`src/design/jsu_pkg.sv`:
```
package jsu_pkg;

  localparam int QDEPTH = 4;
  localparam int QAW    = $clog2(QDEPTH);
  localparam int QCW    = $clog2(QDEPTH + 1);
  localparam int CP_W   = 21;

  typedef enum logic [1:0] {
    KIND_DATA = 2'd0,
    KIND_DONE = 2'd1,
    KIND_ERR  = 2'd2
  } kind_t;

  typedef enum logic [2:0] {
    ERR_NONE    = 3'd0,
    ERR_ESC_END = 3'd1,
    ERR_BAD_U   = 3'd2,
    ERR_BAD_ESC = 3'd3,
    ERR_STR_END = 3'd4
  } err_t;

  // one decoded text byte: an optional code point to encode, then an optional single result
  typedef struct packed {
    logic            has_cp;
    logic [CP_W-1:0] cp;
    logic            has_tail;
    kind_t           tail_kind;
    logic [7:0]      tail_byte;
    err_t            tail_err;
  } entry_t;

endpackage

```
`src/design/jsu_front.sv`:
```
module jsu_front (
  input  logic            clk,
  input  logic            rst,
  input  logic            text_valid,
  input  logic [7:0]      text_byte,
  input  logic            text_end,
  output logic            text_stall,
  output logic            push,
  output jsu_pkg::entry_t entry,
  input  logic            full
);
  import jsu_pkg::*;

  localparam logic [7:0] CH_QUOTE = 8'h22;
  localparam logic [7:0] CH_BSLASH = 8'h5C;
  localparam logic [7:0] CH_SLASH = 8'h2F;
  localparam logic [7:0] CH_B = 8'h62;
  localparam logic [7:0] CH_F = 8'h66;
  localparam logic [7:0] CH_N = 8'h6E;
  localparam logic [7:0] CH_R = 8'h72;
  localparam logic [7:0] CH_T = 8'h74;
  localparam logic [7:0] CH_U = 8'h75;

  localparam logic [15:0] HIGH_LO = 16'hD800;
  localparam logic [15:0] HIGH_HI = 16'hDBFF;
  localparam logic [15:0] LOW_LO = 16'hDC00;
  localparam logic [15:0] LOW_HI = 16'hDFFF;
  localparam logic [CP_W-1:0] CP_REPLACE = 21'h00FFFD;
  localparam logic [CP_W-1:0] CP_PLANE1 = 21'h010000;

  typedef enum logic [2:0] {
    MODE_PLAIN,
    MODE_ESC,
    MODE_HEX,
    MODE_HELD,
    MODE_HELD_ESC,
    MODE_LOW_HEX
  } mode_t;

  mode_t       mode, mode_next;
  logic [15:0] hex_accum, hex_accum_next;
  logic [1:0]  digit_count, digit_count_next;
  logic [9:0]  held_high, held_high_next;
  logic        accept;
  logic [4:0]  hexv;
  logic [8:0]  escv;
  logic [15:0] acc_full;
  logic        has_entry;

  function automatic logic [4:0] hex_digit(input logic [7:0] c);
    logic [4:0] r;
    r = 5'd0;
    if (c >= 8'h30 && c <= 8'h39) begin
      r = {1'b1, c[3:0]};
    end else if ((c >= 8'h61 && c <= 8'h66) || (c >= 8'h41 && c <= 8'h46)) begin
      r = {1'b1, c[3:0] + 4'd9};
    end
    return r;
  endfunction

  function automatic logic [8:0] esc_value(input logic [7:0] c);
    logic [8:0] r;
    unique case (c)
      CH_QUOTE:  r = {1'b1, 8'h22};
      CH_BSLASH: r = {1'b1, 8'h5C};
      CH_SLASH:  r = {1'b1, 8'h2F};
      CH_B:      r = {1'b1, 8'h08};
      CH_F:      r = {1'b1, 8'h0C};
      CH_N:      r = {1'b1, 8'h0A};
      CH_R:      r = {1'b1, 8'h0D};
      CH_T:      r = {1'b1, 8'h09};
      default:   r = 9'd0;
    endcase
    return r;
  endfunction

  assign text_stall = full;
  assign accept = text_valid && !full;
  assign hexv = hex_digit(text_byte);
  assign escv = esc_value(text_byte);
  assign acc_full = {hex_accum[11:0], hexv[3:0]};
  assign has_entry = entry.has_cp || entry.has_tail;
  assign push = accept && has_entry;

  always_comb begin
    mode_next = mode;
    hex_accum_next = hex_accum;
    digit_count_next = digit_count;
    held_high_next = held_high;
    entry = '0;
    entry.tail_kind = KIND_DATA;
    entry.tail_err = ERR_NONE;
    if (text_end) begin
      mode_next = MODE_PLAIN;
      hex_accum_next = '0;
      digit_count_next = '0;
      held_high_next = '0;
      entry.has_tail = 1'b1;
      entry.tail_kind = KIND_ERR;
      unique case (mode)
        MODE_ESC: entry.tail_err = ERR_ESC_END;
        MODE_HEX, MODE_LOW_HEX: entry.tail_err = ERR_BAD_U;
        MODE_HELD: begin
          entry.has_cp = 1'b1;
          entry.cp = CP_REPLACE;
          entry.tail_err = ERR_STR_END;
        end
        MODE_HELD_ESC: begin
          entry.has_cp = 1'b1;
          entry.cp = CP_REPLACE;
          entry.tail_err = ERR_ESC_END;
        end
        default: entry.tail_err = ERR_STR_END;
      endcase
    end else begin
      unique case (mode)
        MODE_ESC, MODE_HELD_ESC: begin
          mode_next = MODE_PLAIN;
          if (mode == MODE_HELD_ESC && text_byte != CH_U) begin
            entry.has_cp = 1'b1;
            entry.cp = CP_REPLACE;
            held_high_next = '0;
          end
          if (text_byte == CH_U) begin
            mode_next = (mode == MODE_HELD_ESC) ? MODE_LOW_HEX : MODE_HEX;
            hex_accum_next = '0;
            digit_count_next = '0;
          end else if (escv[8]) begin
            entry.has_tail = 1'b1;
            entry.tail_byte = escv[7:0];
          end else begin
            entry.has_tail = 1'b1;
            entry.tail_kind = KIND_ERR;
            entry.tail_err = ERR_BAD_ESC;
            hex_accum_next = '0;
            digit_count_next = '0;
            held_high_next = '0;
          end
        end
        MODE_HEX, MODE_LOW_HEX: begin
          if (!hexv[4]) begin
            mode_next = MODE_PLAIN;
            hex_accum_next = '0;
            digit_count_next = '0;
            held_high_next = '0;
            entry.has_tail = 1'b1;
            entry.tail_kind = KIND_ERR;
            entry.tail_err = ERR_BAD_U;
          end else if (digit_count == 2'd3) begin
            mode_next = MODE_PLAIN;
            hex_accum_next = '0;
            digit_count_next = '0;
            entry.has_cp = 1'b1;
            if (mode == MODE_LOW_HEX) begin
              held_high_next = '0;
              if (acc_full >= LOW_LO && acc_full <= LOW_HI) begin
                entry.cp = CP_PLANE1 + {1'b0, held_high, acc_full[9:0]};
              end else begin
                entry.cp = CP_REPLACE;
              end
            end else if (acc_full >= HIGH_LO && acc_full <= HIGH_HI) begin
              entry.has_cp = 1'b0;
              held_high_next = acc_full[9:0];
              mode_next = MODE_HELD;
            end else if (acc_full >= LOW_LO && acc_full <= LOW_HI) begin
              entry.cp = CP_REPLACE;
            end else begin
              entry.cp = {5'd0, acc_full};
            end
          end else begin
            hex_accum_next = acc_full;
            digit_count_next = digit_count + 2'd1;
          end
        end
        default: begin
          // plain, or a high half waiting, whether or not an escape follows
          if (mode == MODE_HELD && text_byte != CH_BSLASH) begin
            entry.has_cp = 1'b1;
            entry.cp = CP_REPLACE;
            held_high_next = '0;
          end
          if (text_byte == CH_BSLASH) begin
            mode_next = (mode == MODE_HELD) ? MODE_HELD_ESC : MODE_ESC;
          end else if (text_byte == CH_QUOTE) begin
            mode_next = MODE_PLAIN;
            hex_accum_next = '0;
            digit_count_next = '0;
            held_high_next = '0;
            entry.has_tail = 1'b1;
            entry.tail_kind = KIND_DONE;
          end else begin
            mode_next = MODE_PLAIN;
            entry.has_tail = 1'b1;
            entry.tail_byte = text_byte;
          end
        end
      endcase
    end
  end

  always_ff @(posedge clk) begin
    if (rst) begin
      mode <= MODE_PLAIN;
      hex_accum <= '0;
      digit_count <= '0;
      held_high <= '0;
    end else if (accept) begin
      mode <= mode_next;
      hex_accum <= hex_accum_next;
      digit_count <= digit_count_next;
      held_high <= held_high_next;
    end
  end

endmodule

```
`src/design/jsu_fifo.sv`:
```
module jsu_fifo (
  input  logic            clk,
  input  logic            rst,
  input  logic            push,
  input  jsu_pkg::entry_t wdata,
  input  logic            pop,
  output logic            full,
  output logic            nonempty,
  output jsu_pkg::entry_t rdata
);
  import jsu_pkg::*;

  entry_t         slots [QDEPTH];
  logic [QAW-1:0] wptr, rptr;
  logic [QCW-1:0] count;

  assign full = (count == QCW'(QDEPTH));
  assign nonempty = (count != '0);
  assign rdata = slots[rptr];

  always_ff @(posedge clk) begin
    if (push) begin
      slots[wptr] <= wdata;
    end
  end

  always_ff @(posedge clk) begin
    if (rst) begin
      wptr <= '0;
      rptr <= '0;
      count <= '0;
    end else begin
      if (push) begin
        wptr <= wptr + QAW'(1);
      end
      if (pop) begin
        rptr <= rptr + QAW'(1);
      end
      if (push && !pop) begin
        count <= count + QCW'(1);
      end else if (pop && !push) begin
        count <= count - QCW'(1);
      end
    end
  end

endmodule

```
`src/design/jsu_back.sv`:
```
module jsu_back (
  input  logic            clk,
  input  logic            rst,
  input  logic            q_valid,
  input  jsu_pkg::entry_t entry,
  output logic            pop,
  output logic            result_valid,
  input  logic            result_stall,
  output logic [7:0]      out_byte,
  output logic [1:0]      result_kind,
  output logic [2:0]      error_code,
  output logic            last
);
  import jsu_pkg::*;

  localparam logic [7:0] UTF8_CONT = 8'h80;
  localparam logic [7:0] UTF8_LEAD2 = 8'hC0;
  localparam logic [7:0] UTF8_LEAD3 = 8'hE0;
  localparam logic [7:0] UTF8_LEAD4 = 8'hF0;
  localparam logic [CP_W-1:0] CP_TWO = 21'h000080;
  localparam logic [CP_W-1:0] CP_THREE = 21'h000800;
  localparam logic [CP_W-1:0] CP_FOUR = 21'h010000;

  logic [1:0] idx;
  logic [1:0] lenm1;
  logic [2:0] cp_len;
  logic [2:0] total;
  logic       at_cp;
  logic       step_last;
  logic       load;
  logic [7:0] cp_byte;

  function automatic logic [7:0] utf8_byte(input logic [CP_W-1:0] cp,
                                           input logic [1:0] len_m1,
                                           input logic [1:0] pos);
    logic [7:0] r;
    logic [1:0] shift;
    shift = len_m1 - pos;
    if (pos == 2'd0) begin
      unique case (len_m1)
        2'd0: r = cp[7:0];
        2'd1: r = UTF8_LEAD2 | {3'd0, cp[10:6]};
        2'd2: r = UTF8_LEAD3 | {4'd0, cp[15:12]};
        default: r = UTF8_LEAD4 | {5'd0, cp[20:18]};
      endcase
    end else begin
      unique case (shift)
        2'd1: r = UTF8_CONT | {2'd0, cp[11:6]};
        2'd2: r = UTF8_CONT | {2'd0, cp[17:12]};
        default: r = UTF8_CONT | {2'd0, cp[5:0]};
      endcase
    end
    return r;
  endfunction

  always_comb begin
    if (entry.cp < CP_TWO) begin
      lenm1 = 2'd0;
    end else if (entry.cp < CP_THREE) begin
      lenm1 = 2'd1;
    end else if (entry.cp < CP_FOUR) begin
      lenm1 = 2'd2;
    end else begin
      lenm1 = 2'd3;
    end
  end

  assign cp_len = entry.has_cp ? {1'b0, lenm1} + 3'd1 : 3'd0;
  assign total = cp_len + {2'd0, entry.has_tail};
  assign at_cp = {1'b0, idx} < cp_len;
  assign step_last = ({1'b0, idx} + 3'd1) == total;
  assign load = q_valid && (!result_valid || !result_stall);
  assign pop = load && step_last;
  assign cp_byte = utf8_byte(entry.cp, lenm1, idx);

  always_ff @(posedge clk) begin
    if (rst) begin
      result_valid <= 1'b0;
      idx <= '0;
    end else if (load) begin
      result_valid <= 1'b1;
      idx <= step_last ? 2'd0 : idx + 2'd1;
    end else if (!result_stall) begin
      result_valid <= 1'b0;
    end
  end

  always_ff @(posedge clk) begin
    if (load) begin
      out_byte <= at_cp ? cp_byte : entry.tail_byte;
      result_kind <= at_cp ? KIND_DATA : entry.tail_kind;
      error_code <= at_cp ? ERR_NONE : entry.tail_err;
      last <= step_last;
    end
  end

endmodule

```
`src/design/json_string_unescape_utf8.sv`:
```
// Decodes a JSON string body into UTF-8, one text byte per transaction and one result per
// transaction on the output side. A text byte is taken every cycle unless the four-entry queue
// between the escape decoder and the UTF-8 encoder is full; the encoder sends one result a
// cycle while result_stall is low, so a \u escape that yields up to four bytes, or a dropped
// surrogate followed by another result, holds it until all are sent; text_stall rises only
// once the queue has filled. A result is registered in the queue and at the encoder output.
// Error and finish results always carry last; the decoder is in its plain state after either.
module json_string_unescape_utf8 (
  input  logic       clk,
  input  logic       rst,
  input  logic       text_valid,
  output logic       text_stall,
  input  logic [7:0] text_byte,
  input  logic       text_end,
  output logic       result_valid,
  input  logic       result_stall,
  output logic [7:0] out_byte,
  output logic [1:0] result_kind,
  output logic [2:0] error_code,
  output logic       last
);
  import jsu_pkg::*;

  entry_t push_entry;
  entry_t head_entry;
  logic   push;
  logic   pop;
  logic   full;
  logic   nonempty;

  jsu_front u_front (
    .clk        (clk),
    .rst        (rst),
    .text_valid (text_valid),
    .text_byte  (text_byte),
    .text_end   (text_end),
    .text_stall (text_stall),
    .push       (push),
    .entry      (push_entry),
    .full       (full)
  );

  jsu_fifo u_fifo (
    .clk      (clk),
    .rst      (rst),
    .push     (push),
    .wdata    (push_entry),
    .pop      (pop),
    .full     (full),
    .nonempty (nonempty),
    .rdata    (head_entry)
  );

  jsu_back u_back (
    .clk          (clk),
    .rst          (rst),
    .q_valid      (nonempty),
    .entry        (head_entry),
    .pop          (pop),
    .result_valid (result_valid),
    .result_stall (result_stall),
    .out_byte     (out_byte),
    .result_kind  (result_kind),
    .error_code   (error_code),
    .last         (last)
  );

  a_no_push_when_full: assert property (@(posedge clk) disable iff (rst)
    !(push && full))
    else $error("queue written while full");

  a_no_pop_when_empty: assert property (@(posedge clk) disable iff (rst)
    !(pop && !nonempty))
    else $error("queue read while empty");

  a_status_is_last: assert property (@(posedge clk) disable iff (rst)
    (result_valid && result_kind != KIND_DATA) |-> last)
    else $error("finish or error result not marked last");

  a_error_code_kind: assert property (@(posedge clk) disable iff (rst)
    result_valid |-> ((result_kind == KIND_ERR) == (error_code != ERR_NONE)))
    else $error("error code does not match result kind");

endmodule

```
`config.mk`:
```
export PLATFORM = sky130hd
export DESIGN_NAME = json_string_unescape_utf8
export DESIGN_NICKNAME = d
export VERILOG_FILES = /design/src/design/jsu_pkg.sv /design/src/design/jsu_front.sv /design/src/design/jsu_fifo.sv /design/src/design/jsu_back.sv /design/src/design/json_string_unescape_utf8.sv
export SDC_FILE = /design/constraint.sdc
export NUM_CORES = 1
export LEC_CHECK = 0
export BUFFER_PORTS_ARGS = -buffer_cell sky130_fd_sc_hd__buf_2
export CAP_MARGIN = 10
export CORE_UTILIZATION = 45
export CTS_CLUSTER_SIZE = 24
export DETAILED_ROUTE_END_ITERATION = 16
export MAX_ROUTING_LAYER = met4
export SYNTH_ARGS = -nofsm -noshare
export SYNTH_HDL_FRONTEND = slang
export SYNTH_HIERARCHICAL = 1
export SYNTH_SLANG_ARGS = --single-unit
```
`constraint.sdc`:
```
create_clock -name clk -period 12 [get_ports clk]
set_input_delay 2.4 -clock clk [delete_from_list [all_inputs] [get_ports clk]]
set_output_delay 2.4 -clock clk [all_outputs]
set_load 0.05 [all_outputs]
```
* Word-level counts from Yosys, hierarchy flattened
Memory sizes are Yosys's and may differ from the RTL's. A register that Yosys moved wholly into a read port is not among the register bits.
Index checks and enable logic that the tools add are counted.
** Word-level totals
- Bits in registers :: 51
- Bits in writable memories :: 144
- Memories kept :: 1
** Operators by class
- Add/sub/neg operators :: 12
- Order comparisons :: 14
- Equal/unequal tests :: 28
- Muxes and demuxes :: 85
- Reduce and logical (&&, ||, !) cells :: 32
** Memories
- u_fifo.slots :: depth 4, width 36, rd ports 1, clocked after Yosys merged registers in 1, write ports 1, RTL line jsu_fifo.sv:13 : entry_t slots [QDEPTH];
** Operator list (count)
- 10-bit 2-to-1 mux :: 11
- 22-bit 2-to-1 mux :: 5
- 12-bit 2-to-1 mux :: 7
- 9-bit case mux with 8 select lines :: 1
- 8-bit by 7-bit equality test with 1-bit output (second input constant) :: 7
- 25-bit case mux with 2 select lines :: 1
- 21-bit 2-to-1 mux :: 2
- 8-bit 2-to-1 mux :: 5
- 3-bit 2-to-1 mux :: 13
- 16-bit greater-or-equal comparator (second input constant) :: 2
- 16-bit <= comparator (second input constant) :: 2
- 16-bit 2-to-1 mux :: 2
- 2-bit 2-to-1 mux :: 16
- 25-bit 2-to-1 mux :: 1
- 12-bit case mux with 2 select lines :: 1
- 8-bit case mux with 3 select lines :: 1
- 17-bit by 20-bit adder with 21-bit output (first input constant) :: 1
- 21-bit by 12-bit less-than comparator with 1-bit output (second input constant) :: 1
- 21-bit by 17-bit less-than comparator with 1-bit output (second input constant) :: 1
- 21-bit by 8-bit less-than comparator with 1-bit output (second input constant) :: 1
- 10-bit case mux with 2 select lines :: 1
- 3-bit case mux with 2 select lines :: 3
- 8-bit by 6-bit equality test with 1-bit output (second input constant) :: 2
- 8-bit by 7-bit greater-or-equal comparator with 1-bit output (second input constant) :: 2
- other kinds (39) :: 82

* Longest topological paths before layout
- Depth after elaboration :: 20
- Depth in mapped cells :: 19

* Modules after synthesis
Netlist, hierarchy kept.
** Modules (own cells, without submodules)
- jsu_fifo :: instances 1, cells each 232, area an instance 5679.2 um2, seq. area each 4504.3 um2
- jsu_front :: instances 1, cells each 354, area an instance 2576.2 um2, seq. area each 540.5 um2
- jsu_back :: instances 1, cells each 131, area an instance 1286.2 um2, seq. area each 480.5 um2

* Least setup slack after synthesis
Ideal clock, no wire load.
- Path kind :: input port to flip-flop
- Start point :: input port text_byte[1]
- End point :: memory u_fifo/slots[0][0] (netlist bit), enable pin
- Library setup time :: 0.397 ns
- Arrival time :: 5.256 ns
- Data required time :: 11.603 ns
- Slack :: 6.348 ns
- Cell stages on the path :: 13
- Cells stage by stage :: inv_1 > ha_1 > nor2_1 > a2111oi_2 > or3_1 > buf_2 > and3_1 > buf_2 > nand2_1 > a21oi_1 > buf_2 > o21a_1 > and2_1
** RTL lines
- from (decl) :: RTL line json_string_unescape_utf8.sv:13 : input logic [7:0] text_byte,
- to (decl) :: RTL line jsu_fifo.sv:13

==> flow_results.xml <==
<?xml version="1.0" encoding="UTF-8"?>
<metrics>
  <group name="run_status">
    <metric name="status" unit="">complete, no violations</metric>
  </group>
  <group name="place">
    <metric name="finalWeightedCongestion" unit="">0.895</metric>
    <metric name="portBuffers" unit="">28</metric>
    <metric name="dp.final_hpwl" unit="µm">14800</metric>
    <metric name="detailedPlace.worstSlack" unit="ns">5.10</metric>
  </group>
  <group name="drt">
    <metric name="total_number_of_vias" unit="">6016</metric>
    <metric name="drt-vias-per-instance" unit="">5.90</metric>
    <metric name="drt.antenna.violating_nets" unit="">0</metric>
    <metric name="wl_per_cell" unit="µm">20.8</metric>
    <metric name="drtIter0Drc" unit="">405</metric>
    <metric name="route.final.wire_length" unit="µm">21200</metric>
    <metric name="number_of_iterations_in_the_first_detailed_routing_pass" unit="">5</metric>
    <metric name="drc_errors" unit="">0</metric>
  </group>
  <group name="pwr">
    <metric name="net-switching-power" unit="mW">0.730</metric>
    <metric name="pwr-share-clk" unit="%">26.6</metric>
    <metric name="peakVddDrop" unit="mV">0.0924</metric>
    <metric name="power.density" unit="nW/µm²">204</metric>
    <metric name="power_switching_share" unit="%">34.4</metric>
    <metric name="leakagePower" unit="nW">3.49</metric>
    <metric name="combinationalPowerShare" unit="%">31.9</metric>
    <metric name="p_int" unit="mW">1.39</metric>
    <metric name="p_seq_share" unit="%">41.5</metric>
  </group>
  <group name="layout">
    <metric name="nets" unit="">771</metric>
    <metric name="antenna-diode-count" unit="">0</metric>
    <metric name="drive_gt1_share" unit="%">16.5</metric>
    <metric name="areaGrowthSynthToFinish" unit="%">9.32</metric>
    <metric name="fillerInstances" unit="">1747</metric>
  </group>
  <group name="sta">
    <metric name="maxSlewViolCount" unit="">0</metric>
    <metric name="fmax" unit="GHz">0.154</metric>
    <metric name="slew-limit-headroom" unit="%">18.6</metric>
    <metric name="final_min_period_over_clock_period" unit="%">54.1</metric>
    <metric name="holdWs" unit="ns">0.493</metric>
    <metric name="grt_setup_unrepaired" unit="">no</metric>
    <metric name="setup_tns" unit="ns">0</metric>
    <metric name="timing_worst_slew_pin_value" unit="ns">1.22</metric>
    <metric name="setup_ws" unit="ns">5.51</metric>
    <metric name="fin_worst_skew" unit="ns">0.0104</metric>
    <metric name="finalHoldViolCount" unit="">0</metric>
    <metric name="final.min_clock_period" unit="ns">6.49</metric>
    <metric name="final-setup-viol-count" unit="">0</metric>
  </group>
  <group name="worst_setup_path">
    <metric name="worst_path_dominant_cell_family" unit="">compound AO/OA/AOI/OAI gates</metric>
    <metric name="cp_data_required_time" unit="ns">12.37</metric>
    <metric name="worst_r2r_endpoint" unit="">u_fifo/count[2]$_SDFFE_PP0P_</metric>
    <metric name="worstSetupEndpointType" unit="">flop</metric>
    <metric name="critPathLaunchType" unit="">input pin</metric>
    <metric name="cp_max_fo" unit="">16</metric>
    <metric name="worst_path_largest_cell_delay" unit="ns">0.74</metric>
    <metric name="ff2ff_setup_slack" unit="ns">6.98</metric>
    <metric name="crit_buf_inv" unit="">3</metric>
    <metric name="critical-path-slowest-cell" unit="">a21oi_1</metric>
    <metric name="r2r.worst_path.cells" unit="">17</metric>
    <metric name="crit_type" unit="">in2reg</metric>
    <metric name="critPathArrivalTime" unit="ns">6.85</metric>
    <metric name="critical_path.cell_chain" unit="">buf_2 -&gt; inv_1 -&gt; ha_1 -&gt; nor2_1 -&gt; a2111oi_2 -&gt; or3_1 -&gt; and3_1 -&gt; nand2_1 -&gt; a21oi_1 -&gt; o21a_1 -&gt; ha_1 -&gt; inv_1 -&gt; fa_1 -&gt; xor2_1 -&gt; or3_1 -&gt; a21oi_1</metric>
  </group>
  <group name="synthesis">
    <metric name="top_area_cells_in_the_synthesized_netlist" unit="">edfxtp_1 (50%), dfxtp_1 (8.2%), mux4_2 (7.1%)</metric>
    <metric name="synth.yosys.seq_area_share" unit="%">57.9</metric>
    <metric name="synth-main-ff-cell" unit="">edfxtp_1</metric>
    <metric name="synth_top_cell_area_share" unit="%">49.7</metric>
    <metric name="synth-edff-count" unit="">158</metric>
    <metric name="cell_variety_after_synth" unit="">82</metric>
    <metric name="synth-warning-count" unit="">6</metric>
    <metric name="synth-async-reset-ratio" unit="%">0</metric>
    <metric name="synth.net_count" unit="">751</metric>
    <metric name="synthCells" unit="">717</metric>
    <metric name="post_synth_most_frequent_cells" unit="">edfxtp_1 (158), a21oi_1 (62), nor2_1 (50), nand2_1 (46), dfxtp_1 (39)</metric>
    <metric name="synth.avg_cell_area" unit="µm²">13.3</metric>
    <metric name="synth_area_leader_cell" unit="">edfxtp_1</metric>
    <metric name="netlist_area" unit="µm²">9540</metric>
    <metric name="synth.ff_latch_count" unit="">197</metric>
    <metric name="synth_most_common_cell" unit="">edfxtp_1</metric>
  </group>
  <group name="floorplan">
    <metric name="start_util" unit="%">46.6</metric>
    <metric name="fp.coreArea" unit="µm²">20500</metric>
    <metric name="number_of_standard_cell_rows_in_the_floorplan" unit="">52</metric>
    <metric name="floorplan.io_pins" unit="">29</metric>
    <metric name="fp.dieW" unit="µm">148</metric>
    <metric name="total_die_area" unit="µm²">21800</metric>
    <metric name="floorplan.die.height" unit="µm">148</metric>
  </group>
  <group name="global_routing">
    <metric name="globalRouteTotalUtil" unit="%">21.0</metric>
    <metric name="grt_first_pass_wirelength" unit="µm">33100</metric>
    <metric name="initial_antenna_violation_count" unit="">0</metric>
    <metric name="grt_pass1_vias" unit="">5889</metric>
    <metric name="globalRoute.totalOverflow" unit="">0</metric>
    <metric name="maximum_number_of_pins_on_one_net_before_global_route_repair" unit="">37</metric>
  </group>
  <group name="clocking">
    <metric name="clock_sinks" unit="">197</metric>
    <metric name="postCtsSetupRepairBufs" unit="">0</metric>
    <metric name="cts_tree" unit="">done</metric>
    <metric name="cts-hold-fix-buffers" unit="">0</metric>
    <metric name="clock_path_buffers" unit="">2</metric>
    <metric name="clkSlewWorstSetupHoldPaths" unit="ns">0.08</metric>
    <metric name="ctsResizeCount" unit="">0</metric>
    <metric name="h-tree-depth" unit="">4</metric>
    <metric name="cts_inserted_buffers" unit="">17</metric>
    <metric name="insertion_delay_to_the_later_sink_of_the_worst_skew_pair" unit="ns">0.44</metric>
    <metric name="clockRootBuffer" unit="">clkbuf_16</metric>
  </group>
  <group name="min_path">
    <metric name="worst_hold_path.num_cells" unit="">2</metric>
    <metric name="holdCritStartpoint" unit="">u_front/digit_count[0]$_SDFFE_PP0P_</metric>
    <metric name="destination_of_the_worst_hold_path" unit="">u_front/digit_count[0]$_SDFFE_PP0P_</metric>
    <metric name="holdCritPathClass" unit="">reg2reg</metric>
  </group>
  <group name="run">
    <metric name="cap_violations" unit="">0</metric>
  </group>
</metrics>
-- worst max-delay path by stage --
stage / start / cells past startpoint / slack [ns] / end
final: text_byte[1] / 16 / 5.51 / u_fifo/count[2]$_SDFFE_PP0P_
after CTS: text_byte[1] / 16 / 5.56 / u_fifo/count[2]$_SDFFE_PP0P_
after global routing: text_byte[1] / 16 / 5.10 / u_fifo/count[2]$_SDFFE_PP0P_
after global placement: text_byte[1] / 16 / 5.28 / u_fifo/count[2]$_SDFFE_PP0P_
after floorplan: text_byte[1] / 13 / 6.35 / u_fifo/slots[0][0]$_DFFE_PP_
after detailed placement: text_byte[1] / 16 / 5.10 / u_fifo/count[2]$_SDFFE_PP0P_
-- cell usage in the layout (no fill, tap or decap), types with 7 or more instances in the layout --
cell type | Yosys | routed
and2_1 | 10 | 10
nand3_1 | 13 | 13
o21ai_0 | 28 | 28
a22oi_1 | 7 | 7
edfxtp_1 | 158 | 158
dfxtp_1 | 39 | 38
o221ai_1 | 7 | 7
inv_1 | 21 | 21
mux4_2 | 30 | 30
clkbuf_16 | 0 | 17
ha_1 | 20 | 20
xnor2_1 | 7 | 7
a21oi_1 | 62 | 62
nand2b_1 | 23 | 23
o211ai_1 | 7 | 7
xor2_1 | 9 | 9
nor3_1 | 13 | 13
mux2i_1 | 18 | 18
buf_2 | 8 | 28
o21a_1 | 10 | 10
nand2_1 | 46 | 46
nor2_1 | 50 | 50
-- kinds of logic (layout without fill, tap and decap cells) --
| family | after synthesis | count (layout) | share of synthesized area (%) |
|---|---|---|---|
| simple gates | 204 | 204 | 11.7 |
| buf+inv | 54 | 87 | 3.20 |
| compound gates | 167 | 167 | 11.7 |
| xor+xnor | 16 | 16 | 1.47 |
| fa+ha+maj | 21 | 21 | 2.83 |
| flops | 197 | 197 | 57.9 |
| mux | 58 | 58 | 11.1 |
-- flip-flops by register name, summed over array words and instances (netlist names), named ones only --
signal / flops
u_front/hex_accum: 12
u_fifo/rptr: 2
u_back/result_valid: 1
u_back/error_code: 3
u_back/out_byte: 8
u_fifo/wptr: 2
u_front/digit_count: 2
u_back/result_kind: 2
u_fifo/count: 3
u_front/mode: 3
u_back/idx: 2
u_back/last: 1
u_front/held_high: 10
u_fifo/slots: 144
-- metrics by stage --
stage	cells	power (mW)	utilization, %	instance area (µm²)
after floorplan	717	1.44	-	9540
after global placement	988	1.57	48.0	9840
after detailed placement	988	1.58	48.0	9840
after CTS	1020	2.14	50.9	10400
after global routing	1020	2.22	50.9	10400
final	1020	2.12	50.9	10400
-- layout make-up --
class | instances | area, µm² | share of cell area (%)
sequential | 197 | 5530 | 53.0
multi-input combinational | 466 | 3710 | 35.6
clock buffer | 17 | 425 | 4.08
tap | 270 | 338 | 3.24
timing repair buffer | 34 | 185 | 1.78
clock inverter | 15 | 166 | 1.60
inverter | 21 | 78.8 | 0.756
-- power by group through the flow --
stage | Combinational (mW) | Sequential [mW] | Clock [mW]
CTS | 0.680 | 0.883 | 0.576
floorplan | 0.459 | 0.984 | 0
global placement | 0.673 | 0.894 | 0
global route | 0.733 | 0.890 | 0.601
finish | 0.677 | 0.882 | 0.565
detailed placement | 0.678 | 0.898 | 0
-- tightest hold or removal path, cell delays in order, from the launching register on --
cell and delay [ns]:
dfxtp_1 0.33, nand2b_1 0.06, mux2i_1 0.06
-- metal layers --
layer	up-vias	GRT usage [%]	share of wire (%)
met1	3015	28.0	46
met5	-	-	0
li1	2803	-	-
met3	34	3.18	4.2
met2	164	32.8	48
met4	0	7.58	2.1
Note: power is estimated with default switching activity, not from simulation.
